[src/hdl/assert_macros.svh]
// ---------------------------------------------------------------------------
// Assertion macros
// Clocked assertion wrappers used by the top-level RTL; they compile away under SYNTH.
// ---------------------------------------------------------------------------
`ifndef ASSERT_MACROS_SVH
`define ASSERT_MACROS_SVH

`ifndef SYNTH

// prop must hold at every clock edge outside reset
`define ASSERT_ALWAYS(label, clk, rst, prop, msg) \
   label: assert property (@(posedge clk) disable iff (rst) (prop)) else $error(msg);

// cons must hold in the cycle after ante
`define ASSERT_NEXT(label, clk, rst, ante, cons, msg) \
   label: assert property (@(posedge clk) disable iff (rst) (ante) |=> (cons)) else $error(msg);

`else

`define ASSERT_ALWAYS(label, clk, rst, prop, msg)
`define ASSERT_NEXT(label, clk, rst, ante, cons, msg)

`endif

`endif

[src/hdl/tcco_ram.sv]
// ---------------------------------------------------------------------------
// Generic RAM
// One write port, one read port with registered read data.
// ---------------------------------------------------------------------------
`timescale 1ns / 1ps

module tcco_ram #(
   parameter int WIDTH = 64,
   parameter int DEPTH = 64
) (
   input  logic                     clock,
   input  logic                     we,
   input  logic [$clog2(DEPTH)-1:0] waddr,
   input  logic [WIDTH-1:0]         wdata,
   input  logic                     re,
   input  logic [$clog2(DEPTH)-1:0] raddr,
   output logic [WIDTH-1:0]         rdata
);
   logic [WIDTH-1:0] mem_ff [DEPTH];
   logic [WIDTH-1:0] rdata_ff;

   always_ff @(posedge clock) begin
      if (we) begin
         mem_ff[waddr] <= wdata;
      end
      if (re) begin
         rdata_ff <= mem_ff[raddr];
      end
   end

   assign rdata = rdata_ff;
endmodule

[config.mk]
export PLATFORM = sky130hd
export DESIGN_NAME = tcco_ram
export DESIGN_NICKNAME = d
export VERILOG_FILES = /design/src/hdl/assert_macros.svh /design/src/hdl/tcco_ram.sv
export SDC_FILE = /design/constraint.sdc
export NUM_CORES = 2
export LEC_CHECK = 0
export BUFFER_PORTS_ARGS = -buffer_cell sky130_fd_sc_hd__buf_2
export CORE_AREA = 2 2 673 675
export CTS_CLUSTER_DIAMETER = 40
export DETAILED_ROUTE_END_ITERATION = 10
export DIE_AREA = 0 0 675 677
export HOLD_SLACK_MARGIN = 0.03
export RECOVER_POWER = 50
export SETUP_SLACK_MARGIN = 0.3
export SYNTH_ARGS = -nofsm -noshare
export SYNTH_HDL_FRONTEND = slang
export SYNTH_SLANG_ARGS = --single-unit
[constraint.sdc]
create_clock -name clock -period 16.55 [get_ports clock]
set_clock_uncertainty 0.1 [all_clocks]
set_input_delay 3.31 -clock clock [delete_from_list [all_inputs] [get_ports clock]]
set_output_delay 3.31 -clock clock [all_outputs]
set_load 0.02 [all_outputs]
==> impl_results.md <==
* CTS tree: done
* Failing checks: max-capacitance violations, max-slew violations
* Final hold vios at 0
* 1st-pass router iterations at 5
* Wire length on met1 at 175000 µm
* #FFs+latches synth at 4160
* First-pass GRT wire length at 624000 µm
* Final Wtd Congestion at 0.765
* Setup bufs post-CTS at 0
* Initial antenna violation count at 57
* Htree depth at 5
* Syn. warnings at 0
* Met2 wire length at 221000 µm
* Root buf cell: clkbuf_16
* Die area at 0.457 mm²
* Via/cell ratio at 5.70
* Slack of the critical path at 9160 ps
* PD cells at 127 mW/mm²
* Post-Syn Instances at 6598
* Detailed placement HPWL at 236000 µm
* Layout cells sized above 1 at 28.4%
* Startpoint Class: primary input
* HP Class: reg2reg
* Setup slack after placement at 8220 ps
* Drt drc at 0
* Ports at 143
* # hold bufs at CTS at 0
* RSZ-0062 raised after global routing: false
* Antenna viol nets, final at 0
* Starting density of the core at 34.8%
* Max-cap viol count at 67
* Vias post-DR at 76600
* DR top layer: met5
* Crit Path Class: in2reg
* Gr usage total at 19.4%
* Post-Syn Area at 0.157 mm²
* Library cells used by synthesis at 32
* CORE AREA at 0.451 mm²
* Worst Path Required at 17160 ps
* Std-Cell Rows at 247
* Leakage at 55.6 nW
* Arrival @ worst endpoint at 8000 ps
* Relative slew slack at -104%
* Pin count of the biggest net entering global routing at 114
* Syn_nets at 6677
* Endpoints failing setup at 0
* Die H at 677 µm
* Clock buffer depth at 4
* Peak supply drop at 0.0993 mV
* Cts repair resizes at 0
* Initial DRC count at 10300
* Worst-Margin Slew at 3060 ps
* FMAX at 135 MHz
* Detailed Route WL at 452000 µm
* GR Overflow Total at 0
* Num CTS Buffers at 456
* Number of global-route vias before repair at 77000
* Nets at 7112
* Post-layout minimum cycle time at 7390 ps
* Power consumption at 23.1 mW
* Die X at 675 µm
* PortBufs at 142
* Worst-path maximum fanout at 77
* Layout area overhead at 15.3%
* Syn avg cell area at 23.8 µm²
* Clk sinks at 4160
* Period utilization at 44.6%
* Pins Over Slew Limit at 4229
* Status: finished with violations
* CTS clk-pin slew, worst paths at 60 ps
* Avg WL per Cell at 33.7 µm
* Met3 wire length at 40600 µm
* Post-synthesis sequential area ratio at 79.6%
* Crit end category: register
* Clk Latency, worst-skew pair at 970 ps
* TNS Setup at 0 ps
cell families (layout without fill, tap and decap cells):
| family | count (synthesis) | in the layout | synth area share [%] |
|---|---|---|---|
| buffers and inverters | 389 | 1219 | 1.18 |
| other | 0 | 20 | 0 |
| and+or+nand+nor | 386 | 386 | 1.23 |
| AOI/OAI and AO/OA | 504 | 504 | 2.47 |
| muxes | 1159 | 1159 | 15.6 |
| DFF | 4160 | 4160 | 79.6 |
synthesized netlist by cell type:
cell type / count / area [µm²]
and2_1: 3 / 18.8
nand4_1: 2 / 12.5
buf_4: 34 / 255
mux2i_1: 135 / 1350
inv_1: 19 / 71.3
o22ai_1: 83 / 519
a22oi_1: 168 / 1260
or3_1: 29 / 181
and3_1: 64 / 400
nand4b_1: 1 / 8.76
nand3_1: 45 / 225
nor3_1: 2 / 10.0
clkbuf_1: 140 / 526
a211oi_1: 63 / 473
nand3b_1: 2 / 15.0
a31o_1: 1 / 8.76
nor2b_1: 28 / 175
buf_2: 170 / 851
nand2b_1: 11 / 68.8
nor2_1: 112 / 420
buf_1: 20 / 75.1
or2_2: 28 / 175
or3b_2: 1 / 8.76
mux4_2: 1024 / 23100
a41oi_1: 26 / 228
buf_6: 6 / 67.6
a22o_1: 88 / 771
a31oi_1: 18 / 113
edfxtp_1: 4160 / 125000
nand2_1: 58 / 218
a2bb2oi_1: 19 / 166
o221ai_1: 38 / 333
placed cells by master, fill, tap and decap left out, drive strengths merged, types with 3 or more instances in the layout:
cell      count
nand2b       11
clkinv      173
a41oi        26
diode        20
clkbuf      604
a22oi       168
edfxtp     4160
or3          29
bufinv       55
a31oi        18
and2          3
clkinvlp     44
o221ai       38
a211oi       63
mux2i       135
or2          28
nand2        58
and3         64
a2bb2oi      19
nor2b        28
nor2        112
mux4       1024
a22o         88
inv          66
buf         277
o22ai        83
nand3        45
routing by layer:
layer,vias to the layer above,GRT usage (%)
met5,-,0
met4,10,5.97
met3,811,3.24
li1,29500,-
met1,42100,26.4
met2,4104,32.1
metrics by stage:
stage	instances	util, %	cell area, µm²	hold slack, ps
finish	13400	40.2	181000	812
floorplan	6598	-	157000	765
global route	13400	40.2	181000	834
global placement	12600	36.8	166000	798
detailed placement	12600	36.8	166000	797
CTS	13400	40.2	181000	800
critical path: stages:
cell	delay, ps
buf_8	460
buf_4	670
buf_4	650
buf_4	810
buf_4	710
mux4_2	410
a22oi_1	300
nand3_1	130
and3_1	240
sequential cells by signal, indices dropped and copies added, names as in the netlist:
register  flops
mem_ff     4096
rdata        64
cell type report:
cell class / instances / area (µm²)
tap: 5976 / 7480
sequential: 4160 / 125000
timing repair buffer: 347 / 2330
multi-input combinational: 2049 / 30700
clock buffer: 534 / 11800
clock inverter: 319 / 3680
inverter: 19 / 71.3
antenna: 20 / 50.0
fill: 39100 / 270000
worst paths after layout:
path | from | to | slack, ps | cells past startpoint
worst max register to register | mem_ff[13][34] | rdata[34] | 14140 | 5
worst min register to register | mem_ff[38][12] | rdata[12] | 810 | 4
worst min-delay path | mem_ff[38][12] | rdata[12] | 810 | 4
worst max-delay path | raddr[1] | rdata[18] | 9160 | 9
where the power goes:
| part | leakage, nW | switching (mW) | internal [mW] | total (mW) |
|---|---|---|---|---|
| combinational | 10.7 | 0.638 | 0.348 | 0.986 |
| sequential | 37.5 | 0.0428 | 11.7 | 11.8 |
| clock | 7.42 | 4.29 | 6.03 | 10.3 |
Power figures use the tool's default switching activity.
