==> src/hdl/assert_macros.svh <==
// ---------------------------------------------------------------------------
// Assertion macros
// Clocked assertion wrappers used by the top-level RTL; they compile away under SYNTH.
// ---------------------------------------------------------------------------
`ifndef ASSERT_MACROS_SVH
`define ASSERT_MACROS_SVH

`ifndef SYNTH

// prop must hold at every clock edge outside reset
`define ASSERT_ALWAYS(label, clk, rst, prop, msg) \
   label: assert property (@(posedge clk) disable iff (rst) (prop)) else $error(msg);

// cons must hold in the cycle after ante
`define ASSERT_NEXT(label, clk, rst, ante, cons, msg) \
   label: assert property (@(posedge clk) disable iff (rst) (ante) |=> (cons)) else $error(msg);

`else

`define ASSERT_ALWAYS(label, clk, rst, prop, msg)
`define ASSERT_NEXT(label, clk, rst, ante, cons, msg)

`endif

`endif

==> src/hdl/tcco_pkg.sv <==
// ---------------------------------------------------------------------------
// Cursor overlay package
// Shared widths, codes and the records passed between front, queue and back.
// ---------------------------------------------------------------------------
`timescale 1ns / 1ps

package tcco_pkg;

   localparam int MAX_CURSOR_DEF = 64;
   localparam int COORD_BITS_DEF = 12;
   localparam int QUEUE_DEPTH    = 4;

   localparam int OP_W       = 2;
   localparam int ROW_W      = 6;    // bitmap row / column index
   localparam int MAP_W      = 64;   // one bitmap row
   localparam int PIXEL_W    = 32;
   localparam int COLOR_W    = 24;
   localparam int REG16_W    = 16;
   localparam int DIM_W      = 8;
   // screen coordinate (up to 16 bits) minus origin plus mask offset
   localparam int DIFF_W     = 18;
   localparam int CSR_IDX_W  = 3;
   localparam int CSR_DATA_W = 24;

   localparam logic [OP_W-1:0] OP_PIXEL     = 2'd0;
   localparam logic [OP_W-1:0] OP_LOAD_SRC  = 2'd1;
   localparam logic [OP_W-1:0] OP_LOAD_MASK = 2'd2;

   typedef enum logic [1:0] {
      KIND_PIXEL,
      KIND_LOAD_SRC,
      KIND_LOAD_MASK
   } kind_type;

   typedef enum logic [CSR_IDX_W-1:0] {
      CSR_CURSOR_X,
      CSR_CURSOR_Y,
      CSR_MASK_ENABLE,
      CSR_MASK_OFFSET,
      CSR_SOURCE_SIZE,
      CSR_MASK_SIZE,
      CSR_FORE_COLOR,
      CSR_BACK_COLOR
   } csr_index_type;

   typedef struct packed {
      logic signed [REG16_W-1:0] cursor_x;
      logic signed [REG16_W-1:0] cursor_y;
      logic                      mask_enable;
      logic [REG16_W-1:0]        mask_offset;
      logic [REG16_W-1:0]        source_size;
      logic [REG16_W-1:0]        mask_size;
      logic [COLOR_W-1:0]        fore_color;
      logic [COLOR_W-1:0]        back_color;
   } cfg_type;

   // classified item, one queue entry
   typedef struct packed {
      kind_type           kind;
      logic [ROW_W-1:0]   src_row;    // also the write row of a load
      logic [ROW_W-1:0]   src_col;
      logic [ROW_W-1:0]   mask_row;
      logic [ROW_W-1:0]   mask_col;
      logic               src_in;
      logic               mask_in;
      logic               use_mask;
      logic [MAP_W-1:0]   data;       // row bits, or under pixel in the low bits
   } work_type;

   typedef struct packed {
      logic             we;
      logic             re;
      logic [ROW_W-1:0] waddr;
      logic [ROW_W-1:0] raddr;
      logic [MAP_W-1:0] wdata;
   } ram_req_type;

   typedef struct packed {
      logic b1_hold;
   } back_stat_type;

endpackage

==> src/hdl/tcco_queue.sv <==
// ---------------------------------------------------------------------------
// Work queue
// Short FIFO of classified items between the front and back ends.
// ---------------------------------------------------------------------------
`timescale 1ns / 1ps

module tcco_queue #(
   parameter int DEPTH = tcco_pkg::QUEUE_DEPTH
) (
   input  logic               clock,
   input  logic               reset,
   input  logic               push_valid,
   output logic               push_ready,
   input  tcco_pkg::work_type push_item,
   output logic               pop_valid,
   input  logic               pop_ready,
   output tcco_pkg::work_type pop_item
);
   import tcco_pkg::*;

   localparam int PTR_W = (DEPTH > 1) ? $clog2(DEPTH) : 1;
   localparam int CNT_W = $clog2(DEPTH + 1);
   localparam logic [PTR_W-1:0] PTR_LAST = PTR_W'(DEPTH - 1);
   localparam logic [CNT_W-1:0] CNT_FULL = CNT_W'(DEPTH);

   work_type          entry_ff [DEPTH];
   logic [PTR_W-1:0]  wr_ptr_ff, wr_ptr_in, rd_ptr_ff, rd_ptr_in;
   logic [CNT_W-1:0]  count_ff, count_in;
   logic              push, pop;

   assign push_ready = count_ff != CNT_FULL;
   assign pop_valid  = count_ff != '0;
   assign pop_item   = entry_ff[rd_ptr_ff];
   assign push       = push_valid && push_ready;
   assign pop        = pop_valid && pop_ready;

   always_comb begin
      wr_ptr_in = wr_ptr_ff;
      rd_ptr_in = rd_ptr_ff;
      count_in  = count_ff;
      if (push) begin
         wr_ptr_in = (wr_ptr_ff == PTR_LAST) ? '0 : wr_ptr_ff + 1'b1;
      end
      if (pop) begin
         rd_ptr_in = (rd_ptr_ff == PTR_LAST) ? '0 : rd_ptr_ff + 1'b1;
      end
      if (push && !pop) begin
         count_in = count_ff + 1'b1;
      end else if (pop && !push) begin
         count_in = count_ff - 1'b1;
      end
   end

   always_ff @(posedge clock) begin
      if (reset) begin
         wr_ptr_ff <= '0;
         rd_ptr_ff <= '0;
         count_ff  <= '0;
      end else begin
         wr_ptr_ff <= wr_ptr_in;
         rd_ptr_ff <= rd_ptr_in;
         count_ff  <= count_in;
      end
   end

   always_ff @(posedge clock) begin
      if (push) begin
         entry_ff[wr_ptr_ff] <= push_item;
      end
   end
endmodule

==> config.mk <==
export PLATFORM = sky130hd
export DESIGN_NAME = tcco_queue
export DESIGN_NICKNAME = d
export VERILOG_FILES = /design/src/hdl/assert_macros.svh /design/src/hdl/tcco_pkg.sv /design/src/hdl/tcco_queue.sv
export SDC_FILE = /design/constraint.sdc
export NUM_CORES = 1
export LEC_CHECK = 0
export BUFFER_PORTS_ARGS = -buffer_cell sky130_fd_sc_hd__buf_4
export CORE_ASPECT_RATIO = 1.25
export CORE_UTILIZATION = 57
export DETAILED_ROUTE_END_ITERATION = 8
export MAX_ROUTING_LAYER = met4
export PLACE_DENSITY = 0.9
export SLEW_MARGIN = 20
export SYNTH_ARGS = -nofsm -noshare
export SYNTH_HDL_FRONTEND = slang
export SYNTH_SLANG_ARGS = --single-unit
==> constraint.sdc <==
create_clock -name clock -period 3.1 [get_ports clock]
set_input_delay 0.155 -clock clock [delete_from_list [all_inputs] [get_ports clock]]
set_output_delay 0.155 -clock clock [all_outputs]
set_load 0.02 [all_outputs]
==> results.json, run 1 <==
{
  "cts_sinks": 381,
  "drive_gt1_share_pct": 40.48,
  "synth.avg_cell_area_um2": 26.07,
  "min_period_over_period_pct": 82.93,
  "clock.fmax_mhz": 389.0,
  "fin_ws_ns": 0.5291,
  "vias_per_cell": 5.633,
  "synth.distinct_cells": 25,
  "crit_chain": "buf_4 > mux4_2 > buf_4",
  "grt_usage_pct": 23.89,
  "netlist_instances": 533,
  "holdPathStages": 4,
  "drtAntennaViolNets": 0,
  "syn-num-nets": 637,
  "ios": 192,
  "startpoint_type": "flip-flop",
  "drtIter0Drc": 386,
  "path_clk_slew_ns": 0.07,
  "wirelength_um": 28070,
  "post-place-ws_ns": 0.6689,
  "first_pass_iters": 4,
  "clk_latency_ns": 0.51,
  "totalPowerFinal_mw": 13.99,
  "fillers": 1271,
  "grt_max_degree": 62,
  "synth-seq-area-share_pct": 81.69,
  "cts_buffers": 35,
  "area_delta_synth_final_pct": 28.20,
  "cp_common_cell": "buf_4",
  "worst_ep_arrival_time_ns": 2.42,
  "p_leak_nw": 6.039,
  "ys_ff_latch": 381,
  "dp_hpwl_um": 15370,
  "antenna_found_initial": 0,
  "crit_fanout": 29,
  "whs_ns": 0.1131,
  "period_minus_slack_ns": 2.571,
  "final_common_cell": "edfxtp_1",
  "end_kind": "output port",
  "reg2regPathDepth": 7,
  "cts_setup_buffers": 0,
  "cts_tree": "yes",
  "cp_slowest_cell": "dfxtp_4",
  "overflow": 0,
  "netlist_area_um2": 13900,
  "slew_headroom_pct": 52.50,
  "fin_nets": 948,
  "start_util_pct": 58.37,
  "vias": 6715,
  "status": "finished, final reports clean",
  "finalSetupViolCount": 0,
  "setup_tns_ns": 0,
  "grt_pass1_wl_um": 41900,
  "die_w_um": 141.7,
  "fin_util_pct": 74.83,
  "grt_pass1_vias": 7459,
  "pwr_density_cell_nw_per_um2": 785.1,
  "htree_levels": 2,
  "finalClockSkew_ns": 0.01312,
  "port_buffers": 191,
  "required_ns": 2.94,
  "place_congestion": 0.7463,
  "rsz0062_at_grt": "no",
  "drcViolationCount": 0,
  "ir_drop_mv": 0.5968,
  "worstMarginPinSlew_ns": 0.7125,
  "design_area_um2": 17810,
  "rows": 63,
  "dp.cells": 1037,
  "max_cap_viol_count": 0,
  "core_area_um2": 23810,
  "cts.repair.resized": 0,
  "min_path_type": "input port to flip-flop",
  "crit_path_max_incr_delay_ns": 0.74,
  "critical_path_class": "flip-flop to output port",
  "fp.dieH_um": 176.6,
  "clockRootBuffer": "clkbuf_16",
  "ys_warn_count": 0,
  "diodes": 0,
  "drv_slew": 0,
  "final_cell_mix": "372 x edfxtp_1, 194 x buf_4, 95 x dlygate4sd3_1",
  "stdcell_count": 1192,
  "cts_buffer_depth": 3,
  "routedWlPerCell_um": 23.55,
  "die_area_um2": 25010,
  "placed_area_um2": 15770,
  "hold_viol": 0
}
## layout make-up
cell class | instances | area, µm² | area share, %
multi-input combinational | 127 | 2394 | 13.44
sequential | 381 | 11360 | 63.76
clock buffer | 49 | 991.0 | 5.563
inverter | 3 | 11.26 | 0.06321
timing repair buffer | 296 | 2547 | 14.30
tap | 325 | 406.6 | 2.283
clock inverter | 11 | 106.4 | 0.5970
## power breakdown
part	switching, mW	internal [mW]
Combinational	1.77	1.60
Sequential	0.258	6.24
Clock	1.72	2.40
## Yosys cell counts (all sizes together)
library cell,instances,area share [%]
edfxtp,372,80
mux4,93,15
buf,18,1.0
dfxtp,9,1.3
ha,6,0.54
and3,4,0.22
clkbuf,4,0.11
inv,3,0.081
mux2i,3,0.22
nor2,3,0.081
or3,3,0.15
a21oi,2,0.072
nand2b,2,0.090
o31ai,2,0.14
xor2,2,0.13
and2,1,0.063
fa,1,0.14
nand2,1,0.027
nand3,1,0.036
nor3,1,0.036
o21ai,1,0.036
or3b,1,0.063
## logic make-up (layout without fill, tap and decap cells)
| family | count (synthesis) | after routing | synth area share [%] |
|---|---|---|---|
| adders and majority gates | 7 | 7 | 0.6843 |
| buffers and inverters | 25 | 359 | 1.198 |
| DFF | 381 | 381 | 81.69 |
| muxes | 96 | 96 | 15.29 |
| and+or+nand+nor | 17 | 17 | 0.7653 |
| AOI/OAI and AO/OA | 5 | 5 | 0.2521 |
| xor gates and xnor gates | 2 | 2 | 0.1261 |
## state kept, by name (all words and copies together), names as in the netlist, named ones only
register and count:
entry_ff 372, rd_ptr_ff 2, wr_ptr_ff 2, count_ff 3
## routing by layer
metal | wire length, µm | part of all wire (%) | up-vias | global-route usage [%]
li1 | - | - | 2914 | -
met5 | 0 | 0 | - | -
met3 | 1589 | 5.7 | 68 | 4.123
met1 | 9991 | 36 | 3463 | 26.55
met2 | 15690 | 56 | 270 | 43.06
met4 | 805 | 2.9 | 0 | 8.781
## path summary, 6_finish.rpt
kind                                    from            to  slack [ns]
worst max-delay path               flip-flop   pop_item[8]        0.53
worst min-delay path               pop_ready     flip-flop        0.11
worst max register to register   count_ff[0]   count_ff[2]        0.62
worst min register to register  wr_ptr_ff[1]  wr_ptr_ff[1]        0.54
## worst max-delay path, delay by kind of cell, from the launching register on
kind | cells | cell delay (ns)
buffers and inverters | 2 | 0.56
multiplexers | 1 | 0.59
flip-flops | 1 | 0.74
## repair_timing
action	4_1_cts	5_1_grt
hold buffers	95	0
setup endpoints to repair	0	0
hold endpoints to repair	380	0
No activity file was read; power rests on OpenSTA's default activity.
==> run 2, diff against run 1 <==
ABC_AREA = 1   (was default)
clock period = 2.4 ns   (was 3.1 ns; I/O delays follow)
==> run 2 against run 1 <==
Register-to-register slack lost 0.33 ns. Core utilization shrank 0.39 points. Total power grew 48%. Clock skew grew 0.00077 ns. Largest cell class unchanged. Sequential share of layout area shrank 1.5 points.
==> results.json, run 2 <==
{
  "start_util_pct": 58.12,
  "totalPowerFinal_mw": 20.71,
  "ys_async_sr_fraction_pct": 0,
  "switching_share_pct": 33.97,
  "finalClockSkew_ns": 0.01390,
  "synth.most_common_cell": "edfxtp_1",
  "design_area_um2": 18240,
  "netlist_instances": 968,
  "htree_levels": 2,
  "period_minus_slack_ns": 2.267,
  "placed_area_um2": 16150,
  "reg_top3": "entry_ff (372), count_ff (3)",
  "path_clk_slew_ns": 0.06,
  "share_seq_of_total_power_pct": 40.4,
  "core_area_um2": 24500,
  "synth_edf_count": 372,
  "synth_top_cell_area_share_pct": 78.44,
  "fp.dieH_um": 178.7,
  "rows": 64,
  "grt_usage_pct": 26.51,
  "fin_util_pct": 74.45,
  "slew_headroom_pct": 61.30,
  "startpoint_type": "flip-flop",
  "ys_ff_latch": 381,
  "place_congestion": 0.7974,
  "p_clk_share_pct": 25.7,
  "path_buf_inv": 3,
  "grt_pass1_wl_um": 49290,
  "vias": 9470,
  "p_comb_share_pct": 33.9,
  "overflow": 0,
  "pwr_density_cell_nw_per_um2": 1135,
  "die_area_um2": 25620,
  "cts_buffers": 36,
  "dp_hpwl_um": 16750,
  "antenna_found_initial": 1,
  "port_buffers": 191,
  "setup_tns_ns": 0,
  "largest_reg_flops": 372,
  "clk_latency_ns": 0.50,
  "end_kind": "output port",
  "synth_area_leader_cell": "edfxtp_1",
  "netlist_area_um2": 14240,
  "synth.distinct_cells": 21,
  "ys_warn_count": 0,
  "fin_nets": 1365,
  "critical_path_class": "flip-flop to output port",
  "min_period_over_period_pct": 94.44,
  "required_ns": 2.28,
  "wirelength_um": 34380,
  "synth.avg_cell_area_um2": 14.71,
  "ios": 192,
  "crit_chain": "inv_2 > buf_4 > o21ai_0 > o22ai_1 > buf_4",
  "final_common_cell": "edfxtp_1",
  "worstMarginPinSlew_ns": 0.5805,
  "vias_per_cell": 5.860,
  "drtIter0Drc": 691,
  "r2r_setup_slack_ns": 0.29,
  "rsz0062_at_grt": "no",
  "cts_buffer_depth": 3,
  "drcViolationCount": 0,
  "final_cell_mix": "372 x edfxtp_1, 205 x buf_4, 198 x nor2_1",
  "crit_path_max_incr_delay_ns": 0.46,
  "path_delay_family": "buffers and inverters",
  "drv_slew": 0,
  "p_int_mw": 13.67,
  "clockRootBuffer": "clkbuf_16",
  "dp.cells": 1456,
  "synthTopCellsByCount": "372 x edfxtp_1, 203 x nor2_1, 137 x o21ai_0",
  "grt_max_degree": 187,
  "first_pass_iters": 5,
  "crit_fanout": 44,
  "top_register": "entry_ff",
  "ys.flop_type": "edfxtp_1",
  "max_cap_viol_count": 0,
  "clock.fmax_mhz": 441.2,
  "die_w_um": 143.4,
  "min_path_type": "input port to flip-flop",
  "drtAntennaViolNets": 0,
  "syn-num-nets": 1072,
  "p_switching_mw": 7.034,
  "cts_sinks": 381,
  "drive_gt1_share_pct": 21.65,
  "worst_ep_arrival_time_ns": 2.15,
  "stdcell_count": 1616,
  "grt_pass1_vias": 9482,
  "cts_tree": "yes",
  "p_leak_nw": 6.472,
  "synth-seq-area-share_pct": 79.70,
  "cp_common_cell": "buf_4",
  "finalSetupViolCount": 0,
  "ir_drop_mv": 1.015,
  "status": "finished, final reports clean",
  "yosys-top-cells-area": "edfxtp_1 78%, nor2_1 5.4%, o21ai_0 4.8%",
  "routedWlPerCell_um": 21.27,
  "area_delta_synth_final_pct": 28.10,
  "hold_viol": 0,
  "cp_slowest_cell": "buf_4"
}
==> run 2: area by class of cell <==
cell class                      count  area [µm²]
Multi-Input combinational cell    511        2515
Clock inverter                     15       121.4
Fill cell                        1374        6261
Tap cell                          330       412.9
Inverter                           16       67.56
Antenna cell                        2       5.005
Sequential cell                   381       11360
Clock buffer                       46       969.7
Timing Repair Buffer              315        2793
==> run 2: cells by family (layout without fill, tap and decap cells) <==
kind of cell | after synthesis | in the layout | synth area share [%]
and+or+nand+nor | 221 | 221 | 5.904
DFF | 381 | 381 | 79.70
AOI/OAI and AO/OA | 282 | 282 | 10.73
other | 0 | 2 | 0
xor gates and xnor gates | 1 | 1 | 0.06151
adders and majority gates | 7 | 7 | 0.6677
buffers and inverters | 76 | 392 | 2.934
==> run 2: metal layers <==
metal / track usage (%) / vias up / share of wire, %
met3: 4.701 / 91 / 8.2
met5: - / - / 0
met4: 11.52 / 0 / 3.1
li1: - / 4220 / -
met1: 30.06 / 4674 / 36
met2: 46.08 / 485 / 53
==> run 2: path summary, 6_finish.rpt <==
kind	depth (start not counted)	start	endpoint
worst min-delay path	3	reset	count_ff[0]
worst max register to register	9	count_ff[1]	count_ff[1]
worst max-delay path	5	flip-flop	pop_item[16]
worst min register to register	2	rd_ptr_ff[1]	flip-flop
==> run 2: repair_timing <==
action	4_1_cts	5_1_grt
endpoints found under the hold margin	381	0
setup endpoints to repair	0	10
setup buffers	0	0
gates resized for setup	0	2
hold buffers	96	0
==> run 2: through the flow <==
step	worst slack (ns)	hold WS [ns]
floorplan	-0.1152	0.1850
detailed placement	0.5469	0.2872
global placement	0.5942	0.2781
CTS	0.08030	0.3120
global route	0.006004	0.3340
finish	0.1333	0.3380
==> run 2: power groups by stage <==
stage	combinational [mW]	sequential, mW	clock [mW]
6_report	7.03	8.36	5.31
5_1_grt	7.47	8.41	5.60
4_1_cts	6.78	8.33	5.32
3_5_place_dp	6.59	8.47	0
3_3_place_gp	6.39	8.43	0
2_1_floorplan	3.96	8.41	0
==> run 2: tightest hold or removal path, stage by stage <==
cell,delay (ns)
dlygate4sd3_1,0.53
buf_4,0.11
nor2_1,0.04
