==> config.mk <==
export PLATFORM = sky130hd
export DESIGN_NAME = tcco_back_flat
export DESIGN_NICKNAME = d
export VERILOG_FILES = /design/src/hdl/assert_macros.svh /design/src/hdl/tcco_pkg.sv /design/src/hdl/tcco_rsp_if.sv /design/src/hdl/tcco_back.sv /design/src/flat_wrapper.sv
export SDC_FILE = /design/constraint.sdc
export NUM_CORES = 1
export LEC_CHECK = 0
export BUFFER_PORTS_ARGS = -buffer_cell sky130_fd_sc_hd__buf_2
export CAP_MARGIN = 5
export CELL_PAD_IN_SITES_DETAIL_PLACEMENT = 1
export CELL_PAD_IN_SITES_GLOBAL_PLACEMENT = 1
export CORE_AREA = 5 5 209 211
export CTS_CLUSTER_SIZE = 8
export DETAILED_ROUTE_END_ITERATION = 16
export DIE_AREA = 0 0 214 216
export PLACE_DENSITY_LB_ADDON = 0.1
export SLEW_MARGIN = 10
export SYNTH_ARGS = -nofsm -noshare
export SYNTH_HDL_FRONTEND = slang
export SYNTH_SLANG_ARGS = --single-unit
==> constraint.sdc <==
create_clock -name clock -period 7.64 [get_ports clock]
set_input_delay 1.528 -clock clock [delete_from_list [all_inputs] [get_ports clock]]
set_output_delay 1.528 -clock clock [all_outputs]
set_load 0.005 [all_outputs]
==> src/hdl/assert_macros.svh <==
// ---------------------------------------------------------------------------
// Assertion macros
// Clocked assertion wrappers used by the top-level RTL; they compile away under SYNTH.
// ---------------------------------------------------------------------------
`ifndef ASSERT_MACROS_SVH
`define ASSERT_MACROS_SVH

`ifndef SYNTH

// prop must hold at every clock edge outside reset
`define ASSERT_ALWAYS(label, clk, rst, prop, msg) \
   label: assert property (@(posedge clk) disable iff (rst) (prop)) else $error(msg);

// cons must hold in the cycle after ante
`define ASSERT_NEXT(label, clk, rst, ante, cons, msg) \
   label: assert property (@(posedge clk) disable iff (rst) (ante) |=> (cons)) else $error(msg);

`else

`define ASSERT_ALWAYS(label, clk, rst, prop, msg)
`define ASSERT_NEXT(label, clk, rst, ante, cons, msg)

`endif

`endif

==> src/hdl/tcco_pkg.sv <==
// ---------------------------------------------------------------------------
// Cursor overlay package
// Shared widths, codes and the records passed between front, queue and back.
// ---------------------------------------------------------------------------
`timescale 1ns / 1ps

package tcco_pkg;

   localparam int MAX_CURSOR_DEF = 64;
   localparam int COORD_BITS_DEF = 12;
   localparam int QUEUE_DEPTH    = 4;

   localparam int OP_W       = 2;
   localparam int ROW_W      = 6;    // bitmap row / column index
   localparam int MAP_W      = 64;   // one bitmap row
   localparam int PIXEL_W    = 32;
   localparam int COLOR_W    = 24;
   localparam int REG16_W    = 16;
   localparam int DIM_W      = 8;
   // screen coordinate (up to 16 bits) minus origin plus mask offset
   localparam int DIFF_W     = 18;
   localparam int CSR_IDX_W  = 3;
   localparam int CSR_DATA_W = 24;

   localparam logic [OP_W-1:0] OP_PIXEL     = 2'd0;
   localparam logic [OP_W-1:0] OP_LOAD_SRC  = 2'd1;
   localparam logic [OP_W-1:0] OP_LOAD_MASK = 2'd2;

   typedef enum logic [1:0] {
      KIND_PIXEL,
      KIND_LOAD_SRC,
      KIND_LOAD_MASK
   } kind_type;

   typedef enum logic [CSR_IDX_W-1:0] {
      CSR_CURSOR_X,
      CSR_CURSOR_Y,
      CSR_MASK_ENABLE,
      CSR_MASK_OFFSET,
      CSR_SOURCE_SIZE,
      CSR_MASK_SIZE,
      CSR_FORE_COLOR,
      CSR_BACK_COLOR
   } csr_index_type;

   typedef struct packed {
      logic signed [REG16_W-1:0] cursor_x;
      logic signed [REG16_W-1:0] cursor_y;
      logic                      mask_enable;
      logic [REG16_W-1:0]        mask_offset;
      logic [REG16_W-1:0]        source_size;
      logic [REG16_W-1:0]        mask_size;
      logic [COLOR_W-1:0]        fore_color;
      logic [COLOR_W-1:0]        back_color;
   } cfg_type;

   // classified item, one queue entry
   typedef struct packed {
      kind_type           kind;
      logic [ROW_W-1:0]   src_row;    // also the write row of a load
      logic [ROW_W-1:0]   src_col;
      logic [ROW_W-1:0]   mask_row;
      logic [ROW_W-1:0]   mask_col;
      logic               src_in;
      logic               mask_in;
      logic               use_mask;
      logic [MAP_W-1:0]   data;       // row bits, or under pixel in the low bits
   } work_type;

   typedef struct packed {
      logic             we;
      logic             re;
      logic [ROW_W-1:0] waddr;
      logic [ROW_W-1:0] raddr;
      logic [MAP_W-1:0] wdata;
   } ram_req_type;

   typedef struct packed {
      logic b1_hold;
   } back_stat_type;

endpackage

==> src/hdl/tcco_rsp_if.sv <==
// ---------------------------------------------------------------------------
// Response channel
// One result item per pixel item.
// ---------------------------------------------------------------------------
`timescale 1ns / 1ps

interface tcco_rsp_if;
   import tcco_pkg::*;

   logic               valid;
   logic               ready;
   logic [PIXEL_W-1:0] out_pixel;
   logic               covered;

   modport source (output valid, out_pixel, covered, input ready);
   modport sink   (input valid, out_pixel, covered, output ready);
endinterface

==> src/hdl/tcco_back.sv <==
// ---------------------------------------------------------------------------
// Overlay back end
// Writes bitmap rows, looks up source and mask bits and forms the pixel.
// ---------------------------------------------------------------------------
`timescale 1ns / 1ps

module tcco_back (
   input  logic                    clock,
   input  logic                    reset,
   input  logic                    pop_valid,
   output logic                    pop_ready,
   input  tcco_pkg::work_type      pop_item,
   input  tcco_pkg::cfg_type       cfg,
   output tcco_pkg::ram_req_type   src_req,
   output tcco_pkg::ram_req_type   mask_req,
   input  logic [tcco_pkg::MAP_W-1:0] src_rdata,
   input  logic [tcco_pkg::MAP_W-1:0] mask_rdata,
   tcco_rsp_if.source              rsp_bus,
   output tcco_pkg::back_stat_type stat
);
   import tcco_pkg::*;

   typedef struct packed {
      logic [ROW_W-1:0]   src_col;
      logic [ROW_W-1:0]   mask_col;
      logic               src_in;
      logic               mask_in;
      logic               use_mask;
      logic [PIXEL_W-1:0] under;
   } lookup_type;

   lookup_type         b1_ff, b1_in;
   logic               b1_valid_ff, b1_valid_in;
   logic               rsp_valid_ff, rsp_valid_in;
   logic [PIXEL_W-1:0] out_pixel_ff, out_pixel_in;
   logic               covered_ff, covered_in;
   logic               b2_ready, b1_adv, pop, pop_pix;
   logic               fg;

   assign b2_ready  = !rsp_valid_ff || rsp_bus.ready;
   assign b1_adv    = b1_valid_ff && b2_ready;
   assign pop_ready = !b1_valid_ff || b2_ready;
   assign pop       = pop_valid && pop_ready;
   assign pop_pix   = pop && (pop_item.kind == KIND_PIXEL);

   // loads write in queue order, so a later pixel sees the new row
   always_comb begin
      src_req.we     = pop && (pop_item.kind == KIND_LOAD_SRC);
      src_req.waddr  = pop_item.src_row;
      src_req.wdata  = pop_item.data;
      src_req.re     = pop_pix;
      src_req.raddr  = pop_item.src_row;

      mask_req.we    = pop && (pop_item.kind == KIND_LOAD_MASK);
      mask_req.waddr = pop_item.src_row;
      mask_req.wdata = pop_item.data;
      mask_req.re    = pop_pix;
      mask_req.raddr = pop_item.mask_row;

      b1_in.src_col  = pop_item.src_col;
      b1_in.mask_col = pop_item.mask_col;
      b1_in.src_in   = pop_item.src_in;
      b1_in.mask_in  = pop_item.mask_in;
      b1_in.use_mask = pop_item.use_mask;
      b1_in.under    = pop_item.data[PIXEL_W-1:0];

      b1_valid_in = b1_valid_ff;
      if (pop_pix) begin
         b1_valid_in = 1'b1;
      end else if (b1_adv) begin
         b1_valid_in = 1'b0;
      end
   end

   // read data sits in the RAM output registers alongside b1
   always_comb begin
      covered_in = b1_ff.use_mask ? (b1_ff.mask_in && mask_rdata[b1_ff.mask_col])
                                  : b1_ff.src_in;
      fg         = b1_ff.src_in && src_rdata[b1_ff.src_col];
      if (covered_in) begin
         out_pixel_in = {{(PIXEL_W-COLOR_W){1'b0}}, fg ? cfg.fore_color : cfg.back_color};
      end else begin
         out_pixel_in = b1_ff.under;
      end

      rsp_valid_in = rsp_valid_ff;
      if (b1_adv) begin
         rsp_valid_in = 1'b1;
      end else if (rsp_bus.ready) begin
         rsp_valid_in = 1'b0;
      end
   end

   always_ff @(posedge clock) begin
      if (reset) begin
         b1_valid_ff  <= 1'b0;
         rsp_valid_ff <= 1'b0;
      end else begin
         b1_valid_ff  <= b1_valid_in;
         rsp_valid_ff <= rsp_valid_in;
      end
   end

   always_ff @(posedge clock) begin
      if (pop_pix) begin
         b1_ff <= b1_in;
      end
      if (b1_adv) begin
         out_pixel_ff <= out_pixel_in;
         covered_ff   <= covered_in;
      end
   end

   assign rsp_bus.valid     = rsp_valid_ff;
   assign rsp_bus.out_pixel = out_pixel_ff;
   assign rsp_bus.covered   = covered_ff;

   assign stat.b1_hold = b1_valid_ff && !b2_ready;
endmodule

==> src/flat_wrapper.sv <==
// flat-port wrapper written by rule: the top's interface ports become plain ports
module tcco_back_flat import tcco_pkg::*;
  (clock, reset, pop_valid, pop_ready, pop_item, cfg, src_req, mask_req, src_rdata, mask_rdata, stat, rsp_bus_valid, rsp_bus_out_pixel, rsp_bus_covered, rsp_bus_ready);
  tcco_rsp_if rsp_bus_i ();
  input  logic clock;
  input  logic reset;
  input  logic pop_valid;
  output logic pop_ready;
  input  tcco_pkg::work_type pop_item;
  input  tcco_pkg::cfg_type cfg;
  output tcco_pkg::ram_req_type src_req;
  output tcco_pkg::ram_req_type mask_req;
  input  logic [tcco_pkg::MAP_W-1:0] src_rdata;
  input  logic [tcco_pkg::MAP_W-1:0] mask_rdata;
  output tcco_pkg::back_stat_type stat;
  output wire logic [$bits(rsp_bus_i.valid)-1:0] rsp_bus_valid;
  output wire logic [$bits(rsp_bus_i.out_pixel)-1:0] rsp_bus_out_pixel;
  output wire logic [$bits(rsp_bus_i.covered)-1:0] rsp_bus_covered;
  input wire logic [$bits(rsp_bus_i.ready)-1:0] rsp_bus_ready;
  assign rsp_bus_valid = rsp_bus_i.valid;
  assign rsp_bus_out_pixel = rsp_bus_i.out_pixel;
  assign rsp_bus_covered = rsp_bus_i.covered;
  assign rsp_bus_i.ready = rsp_bus_ready;
  tcco_back u_core (.clock(clock), .reset(reset), .pop_valid(pop_valid), .pop_ready(pop_ready), .pop_item(pop_item), .cfg(cfg), .src_req(src_req), .mask_req(mask_req), .src_rdata(src_rdata), .mask_rdata(mask_rdata), .rsp_bus(rsp_bus_i), .stat(stat));
endmodule
==> results of run 1 <==
==> worst paths after layout <==
| check | endpoint | slack (ns) | cells after the start |
|---|---|---|---|
| worst max-delay path | src_req[76] | 3.41 | 7 |
| worst min-delay path | u_core.rsp_bus.valid | 0.51 | 2 |
| worst max register to register | u_core.rsp_bus.out_pixel[21] | 3.74 | 7 |
| worst min register to register | u_core.rsp_bus.valid | 0.51 | 2 |
==> power by group through the flow <==
stage | Sequential (mW) | Combinational (mW) | Clock [mW]
6_report | 0.532 | 0.216 | 0.481
3_3_place_gp | 0.542 | 0.223 | 0
4_1_cts | 0.532 | 0.224 | 0.508
3_5_place_dp | 0.542 | 0.223 | 0
2_1_floorplan | 0.531 | 0.172 | 0
5_1_grt | 0.535 | 0.240 | 0.529
==> registers in the layout, summed over array words and instances (netlist names) <==
signal / flops
u_core.b1_ff: 47
u_core.rsp_bus.out_pixel: 32
u_core.b1_valid_ff: 1
u_core.rsp_bus.covered: 1
u_core.rsp_bus.valid: 1
==> through the flow <==
stage | area, sq um | worst slack, ns | utilization [%] | total power [mW] | hold WS (ns)
floorplan | 5680 | 0.536 | - | 0.703 | 0.455
global placement | 6780 | 3.14 | 16.3 | 0.765 | 0.497
detailed placement | 6780 | 3.15 | 16.3 | 0.766 | 0.501
CTS | 7080 | 3.35 | 17.0 | 1.27 | 0.512
global route | 7090 | 3.26 | 17.0 | 1.30 | 0.540
finish | 7090 | 3.41 | 17.0 | 1.23 | 0.514
==> cells in the mapped netlist, types with 6 or more instances <==
cell and instances:
sky130_fd_sc_hd__buf_4 154, sky130_fd_sc_hd__edfxtp_1 80, sky130_fd_sc_hd__nand3_1 32, sky130_fd_sc_hd__nor3_1 28
sky130_fd_sc_hd__mux4_2 24, sky130_fd_sc_hd__o21ai_0 24, sky130_fd_sc_hd__a31oi_2 20, sky130_fd_sc_hd__mux2i_1 20
sky130_fd_sc_hd__clkbuf_1 15, sky130_fd_sc_hd__nor2_1 14, sky130_fd_sc_hd__inv_1 12, sky130_fd_sc_hd__buf_2 8
sky130_fd_sc_hd__nand2_1 7, sky130_fd_sc_hd__buf_6 6
==> layout make-up <==
cell class | instances | area [sq um]
Fill cell | 4861 | 34500
Timing Repair Buffer | 339 | 1710
Multi-Input combinational cell | 216 | 1900
Inverter | 12 | 45.0
Clock inverter | 7 | 82.6
Antenna cell | 1 | 2.50
Clock buffer | 9 | 225
Sequential cell | 82 | 2440
Tap cell | 539 | 674
==> placed cells by master, fill, tap and decap left out, types with 3 or more instances in the layout <==
cell type                   instances
sky130_fd_sc_hd__o21ai_0           24
sky130_fd_sc_hd__nand3b_1           4
sky130_fd_sc_hd__nor2b_1            4
sky130_fd_sc_hd__edfxtp_1          80
sky130_fd_sc_hd__inv_1             12
sky130_fd_sc_hd__clkbuf_16          9
sky130_fd_sc_hd__buf_4              7
sky130_fd_sc_hd__nor3b_1            3
sky130_fd_sc_hd__a31oi_2           20
sky130_fd_sc_hd__buf_2            332
sky130_fd_sc_hd__inv_6              3
sky130_fd_sc_hd__nand3_1           31
sky130_fd_sc_hd__nor3_1            27
sky130_fd_sc_hd__mux4_2            24
sky130_fd_sc_hd__mux2_2             3
sky130_fd_sc_hd__nand2_1            7
sky130_fd_sc_hd__a31oi_1            5
sky130_fd_sc_hd__mux2i_1           20
sky130_fd_sc_hd__nor2_1            14
==> metal layers <==
| metal | share of wire [%] | up-vias | track usage [%] | wire length [um] |
|---|---|---|---|---|
| met5 | 0.056 | - | 0 | 13 |
| met4 | 1.9 | 2 | 3.39 | 436 |
| met3 | 7.1 | 41 | 3.45 | 1660 |
| met2 | 51 | 214 | 17.6 | 11900 |
| met1 | 40 | 2141 | 10.9 | 9220 |
| li1 | - | 1997 | - | - |
==> worst min-delay path: cells and delay by family, from the launching register on <==
kind	cells	cell delay [ns]
flip-flops	1	0.33
AND/OR/NAND/NOR	2	0.15
==> logic make-up (layout without fill, tap and decap cells) <==
| family | after synthesis | after routing | synth area share (%) |
|---|---|---|---|
| buffers and inverters | 196 | 367 | 24.1 |
| AOI/OAI and AO/OA | 64 | 64 | 9.67 |
| muxes | 47 | 47 | 13.6 |
| other | 0 | 1 | 0 |
| and+or+nand+nor | 105 | 105 | 9.60 |
| DFF | 82 | 82 | 43.0 |
==> run metrics, run 1 <==
Worst Min Path Start u_core.b1_valid_ff; 1st-pass router iterations 4; crit end category primary output; cell row count 75; Net Sw Frac around 28%; minimum clock period 4.23 ns; number of antenna violations at the first check in global routing 2; number of enable-type register cells in the synthesized netlist 80; clock slew at reported path FFs ~0.070 ns; final number of setup-violating endpoints 0; number of synthesized register bits around 80; Post-CTS Hold Fix Bufs 0; most instantiated flip-flop cell in the synthesis netlist sky130_fd_sc_hd__edfxtp_1; input/output buffers 332; final clock skew 0.00984 ns; Max Clk Rate 0.236 GHz; wire length after detailed routing 23.3 mm; cell area power density 173 mW/mm^2; maximum number of pins on one net before global-route repair 34; RSZ-0062 raised after global routing false; setup repair bufs after CTS 0; Hold Path Class reg2reg; fraction of final layout cells sized beyond drive strength 1 between 60 and 70%; share of power burned in registers ~43%; Routed wire per std cell 19.3 um; fraction of power consumed by combinational cells about 18%; CTS sink cnt 82; share of synthesized flip-flops with an asynchronous set or reset 0%; synth unique cells 43; placed insts approximately 1200; cell-by-cell listing of the critical path buf_2 > nor2b_1 > nand2_1 > nand2_1 > nor3_2 > buf_4 > buf_2; floorplan die area 0.0462 sq mm; clock share of power 39.2%; Vert. Die Dim 216 um; via count between 4000 and 5000; area of the mapped netlist 0.00568 sq mm; root cell of the clock tree sky130_fd_sc_hd__clkbuf_16; all-layer global routing usage around a tenth; crit path launch type input pin; Max transition margin 25.9%; vias in the first global route 5218; endpoint arrival time on the critical path 2.71 ns; per-instance average area after synthesis around 12 sq um; Max Fanout on Critical Path 27; delay of the slowest cell on the worst path between 0.2 and 0.3 ns; Synth area leaders sky130_fd_sc_hd__edfxtp_1 42%, sky130_fd_sc_hd__buf_4 20%, sky130_fd_sc_hd__mux4_2 9.5%; kind of critical path in2out; power spent charging and discharging nets 0.345 mW; number of nets at the end of the flow slightly above 1000; portion of the post-synthesis area used by sequential elements 43.0%; area grow syn2layout 24.7%; number of buffers on the longest clock path 2; final setup TNS 0 ns; width of the die ~210 um; global-route wire length before repair between 30 and 40 mm; CTS tree yes; number of warnings issued by yosys 0; max-slew violation count 0; post-synth top area cell sky130_fd_sc_hd__edfxtp_1; count of nets left with antenna violations after detail routing 0; share of the synthesized area in the top cell type 42.3%; Internal Pwr Total 0.884 mW; Final Hold Viols 0; core outline area approximately 0.042 sq mm; Worst VDD drop 99.8 uV; detailed router's first-iteration violation count ~130; H-tree lvl count 3; Post-route DRC 0; total buffers and inverters traversed by the critical path 3; dominant delay contributor by cell family on the critical path simple AND/OR/NAND/NOR gates; GRT Residual Overflow 0; Initial Util 13.7%; final HPWL from detailed placement 17.8 mm; Clock Latency Late Sink ~0.36 ns; final critical-path share of the clock period 55.4%; worst setup path startpoint rsp_bus_ready; Placer Congestion approximately 0.84; routed via count divided by cell count ~3.6; Final Instance Count excl. Fillers between 1000 and 1500; count of mapped cells out of synthesis 494; clock buffer count from CTS 9; launch instance of the worst register-to-register path u_core.b1_ff[35]; Top-Level Pins 546; Worst Path Required 6.11 ns; outcome complete, no violations; worst-path cell with the longest stage delay sky130_fd_sc_hd__nor2b_1; transition time of the tightest slew-check pin between 1 and 1.5 ns; nets in the synthesized netlist 848; max cap viols 0; PostCTS Resize Cnt 0; static leakage roughly 2.9 nW
Note: power is estimated with default switching activity, not from simulation.
==> inputs of run 2 (changes only) <==
Clock period 7.64 ns to 4.2 ns, I/O delays scaled along.
==> run 2 against run 1 <==
  * Cell count is 0.33% higher
  * Die area stayed put
  * Critical endpoint is now u_core.rsp_bus.out_pixel[23]
  * Sequential cell count stayed put
  * Critical path type is now reg2reg
  * Critical path depth is 1 lower
  * Combinational power is 86% higher
  * Largest cell class unchanged
  * Worst hold slack better by 0.0074 ns
  * Global-route usage hardly changed
  * Clock power is 66% higher
  * Routed wire length is 0.41% higher
  * Count of clock-buffer cells in the layout is 1 higher
  * Total power is 76% higher
  * Largest power group unchanged
  * Utilization hardly changed
==> run metrics, run 2 (synthesis gave the netlist of run 1 again) <==
kind of critical path reg2reg; count of nets left with antenna violations after detail routing 0; max-slew violation count 0; Worst VDD drop 185 uV; Max transition margin 26.7%; area grow syn2layout 24.8%; global-route wire length before repair roughly 34 mm; minimum clock period 3.23 ns; clock buffer count from CTS 9; Top-Level Pins 546; crit end category flop; endpoint arrival time on the critical path 3.26 ns; Worst Path Required around 4.2 ns; floorplan die area 0.0462 sq mm; Post-CTS Hold Fix Bufs 0; PostCTS Resize Cnt 0; final clock skew 0.0145 ns; setup repair bufs after CTS 0; width of the die 214 um; max cap viols 0; final setup TNS 0 ns; maximum number of pins on one net before global-route repair 34; crit path launch type flop; CTS sink cnt just over 80; H-tree lvl count 3; cell area power density 305 mW/mm^2; Power, Total between 2 and 2.5 mW; Clock Latency Late Sink 0.37 ns; final number of setup-violating endpoints 0; CTS tree yes; number of flip-flops under the largest register name 47; routed via count divided by cell count 3.65; core outline area around 0.042 sq mm; final HPWL from detailed placement 18.3 mm; Final Hold Viols 0; fraction of final layout cells sized beyond drive strength 1 61.7%; static leakage 2.91 nW; Hold Path Class reg2reg; number of nets at the end of the flow 1018; Post-route DRC 0; input/output buffers 332; Placer Congestion 0.778; transition time of the tightest slew-check pin 1.10 ns; Initial Util 13.7%; register with the most flip-flops u_core.b1_ff; 1st-pass router iterations 4; via count 4414; GRT Residual Overflow 0; outcome complete, no violations; vias in the first global route approximately 5100; number of antenna violations at the first check in global routing 3; all-layer global routing usage 9.78%; most used cells in the layout excluding fill and tap cells 332 x sky130_fd_sc_hd__buf_2, 80 x sky130_fd_sc_hd__edfxtp_1, 31 x sky130_fd_sc_hd__nand3_1, 27 x sky130_fd_sc_hd__nor3_1; number of buffers on the longest clock path 2; Routed wire per std cell 19.3 um; wire length after detailed routing 23.4 mm; detailed router's first-iteration violation count between 200 and 250; final critical-path share of the clock period 76.8%; Max Clk Rate 0.310 GHz; Vert. Die Dim 216 um; cell row count 75; commonest non-fill, non-tap cell in the layout sky130_fd_sc_hd__buf_2; root cell of the clock tree sky130_fd_sc_hd__clkbuf_16; Max Fanout on Critical Path 33; clock slew at reported path FFs 0.06 ns; RSZ-0062 raised after global routing false
[run 2: changes by cell type in the layout (fill, tap and decap cells not counted), sizes merged]
cell	change
buf	+4
bufinv	-1
clkbuf	+1
clkinv	+1
clkinvlp	-1
[run 2: layout make-up]
class / count / area (sq um)
clock inverter: 6 / 47.5
sequential: 82 / 2440
inverter: 12 / 45.0
multi-input combinational: 216 / 1900
timing repair buffer: 343 / 1740
antenna: 1 / 2.50
clock buffer: 10 / 229
fill: 4900 / 34500
tap: 539 / 674
[run 2: critical path, cell delays in order (launching register included)]
cell	delay, ns
sky130_fd_sc_hd__edfxtp_1	0.80
sky130_fd_sc_hd__mux4_2	0.35
sky130_fd_sc_hd__nor2b_1	0.24
sky130_fd_sc_hd__a2111oi_4	0.09
sky130_fd_sc_hd__o32ai_4	0.29
sky130_fd_sc_hd__or2_2	0.88
sky130_fd_sc_hd__a31oi_1	0.24
[run 2: routing by layer]
layer | wire (um) | GRT usage [%] | share of wire (%)
met2 | 11600 | 16.8 | 49
met3 | 1420 | 2.86 | 6.1
met1 | 9830 | 11.6 | 42
met5 | 27 | 0 | 0.12
met4 | 546 | 3.76 | 2.3
[run 2: metrics by stage]
step	setup slack, ns	std cells	util, %	area, sq um	hold WS (ns)
floorplan	0.0243	494	-	5690	0.455
global placement	0.851	1192	16.4	6810	0.500
detailed placement	0.807	1192	16.4	6810	0.503
CTS	0.871	1208	17.0	7090	0.518
global route	0.717	1209	17.1	7090	0.550
finish	0.974	1209	17.1	7090	0.521
[run 2: worst paths after layout]
kind / start / to / slack (ns) / depth (start not counted)
hold reg to reg: u_core.b1_valid_ff / u_core.rsp_bus.valid / 0.52 / 2
setup reg to reg: u_core.b1_ff[36] / u_core.rsp_bus.out_pixel[23] / 0.97 / 6
setup / recovery: u_core.b1_ff[36] / u_core.rsp_bus.out_pixel[23] / 0.97 / 6
hold / removal: u_core.b1_valid_ff / u_core.rsp_bus.valid / 0.52 / 2
[run 2: power breakdown]
| group | switching, mW | internal [mW] | total [mW] |
|---|---|---|---|
| clock | 0.389 | 0.409 | 0.798 |
| combinational | 0.201 | 0.201 | 0.402 |
| sequential | 0.0255 | 0.937 | 0.963 |
| total | 0.615 | 1.55 | 2.16 |
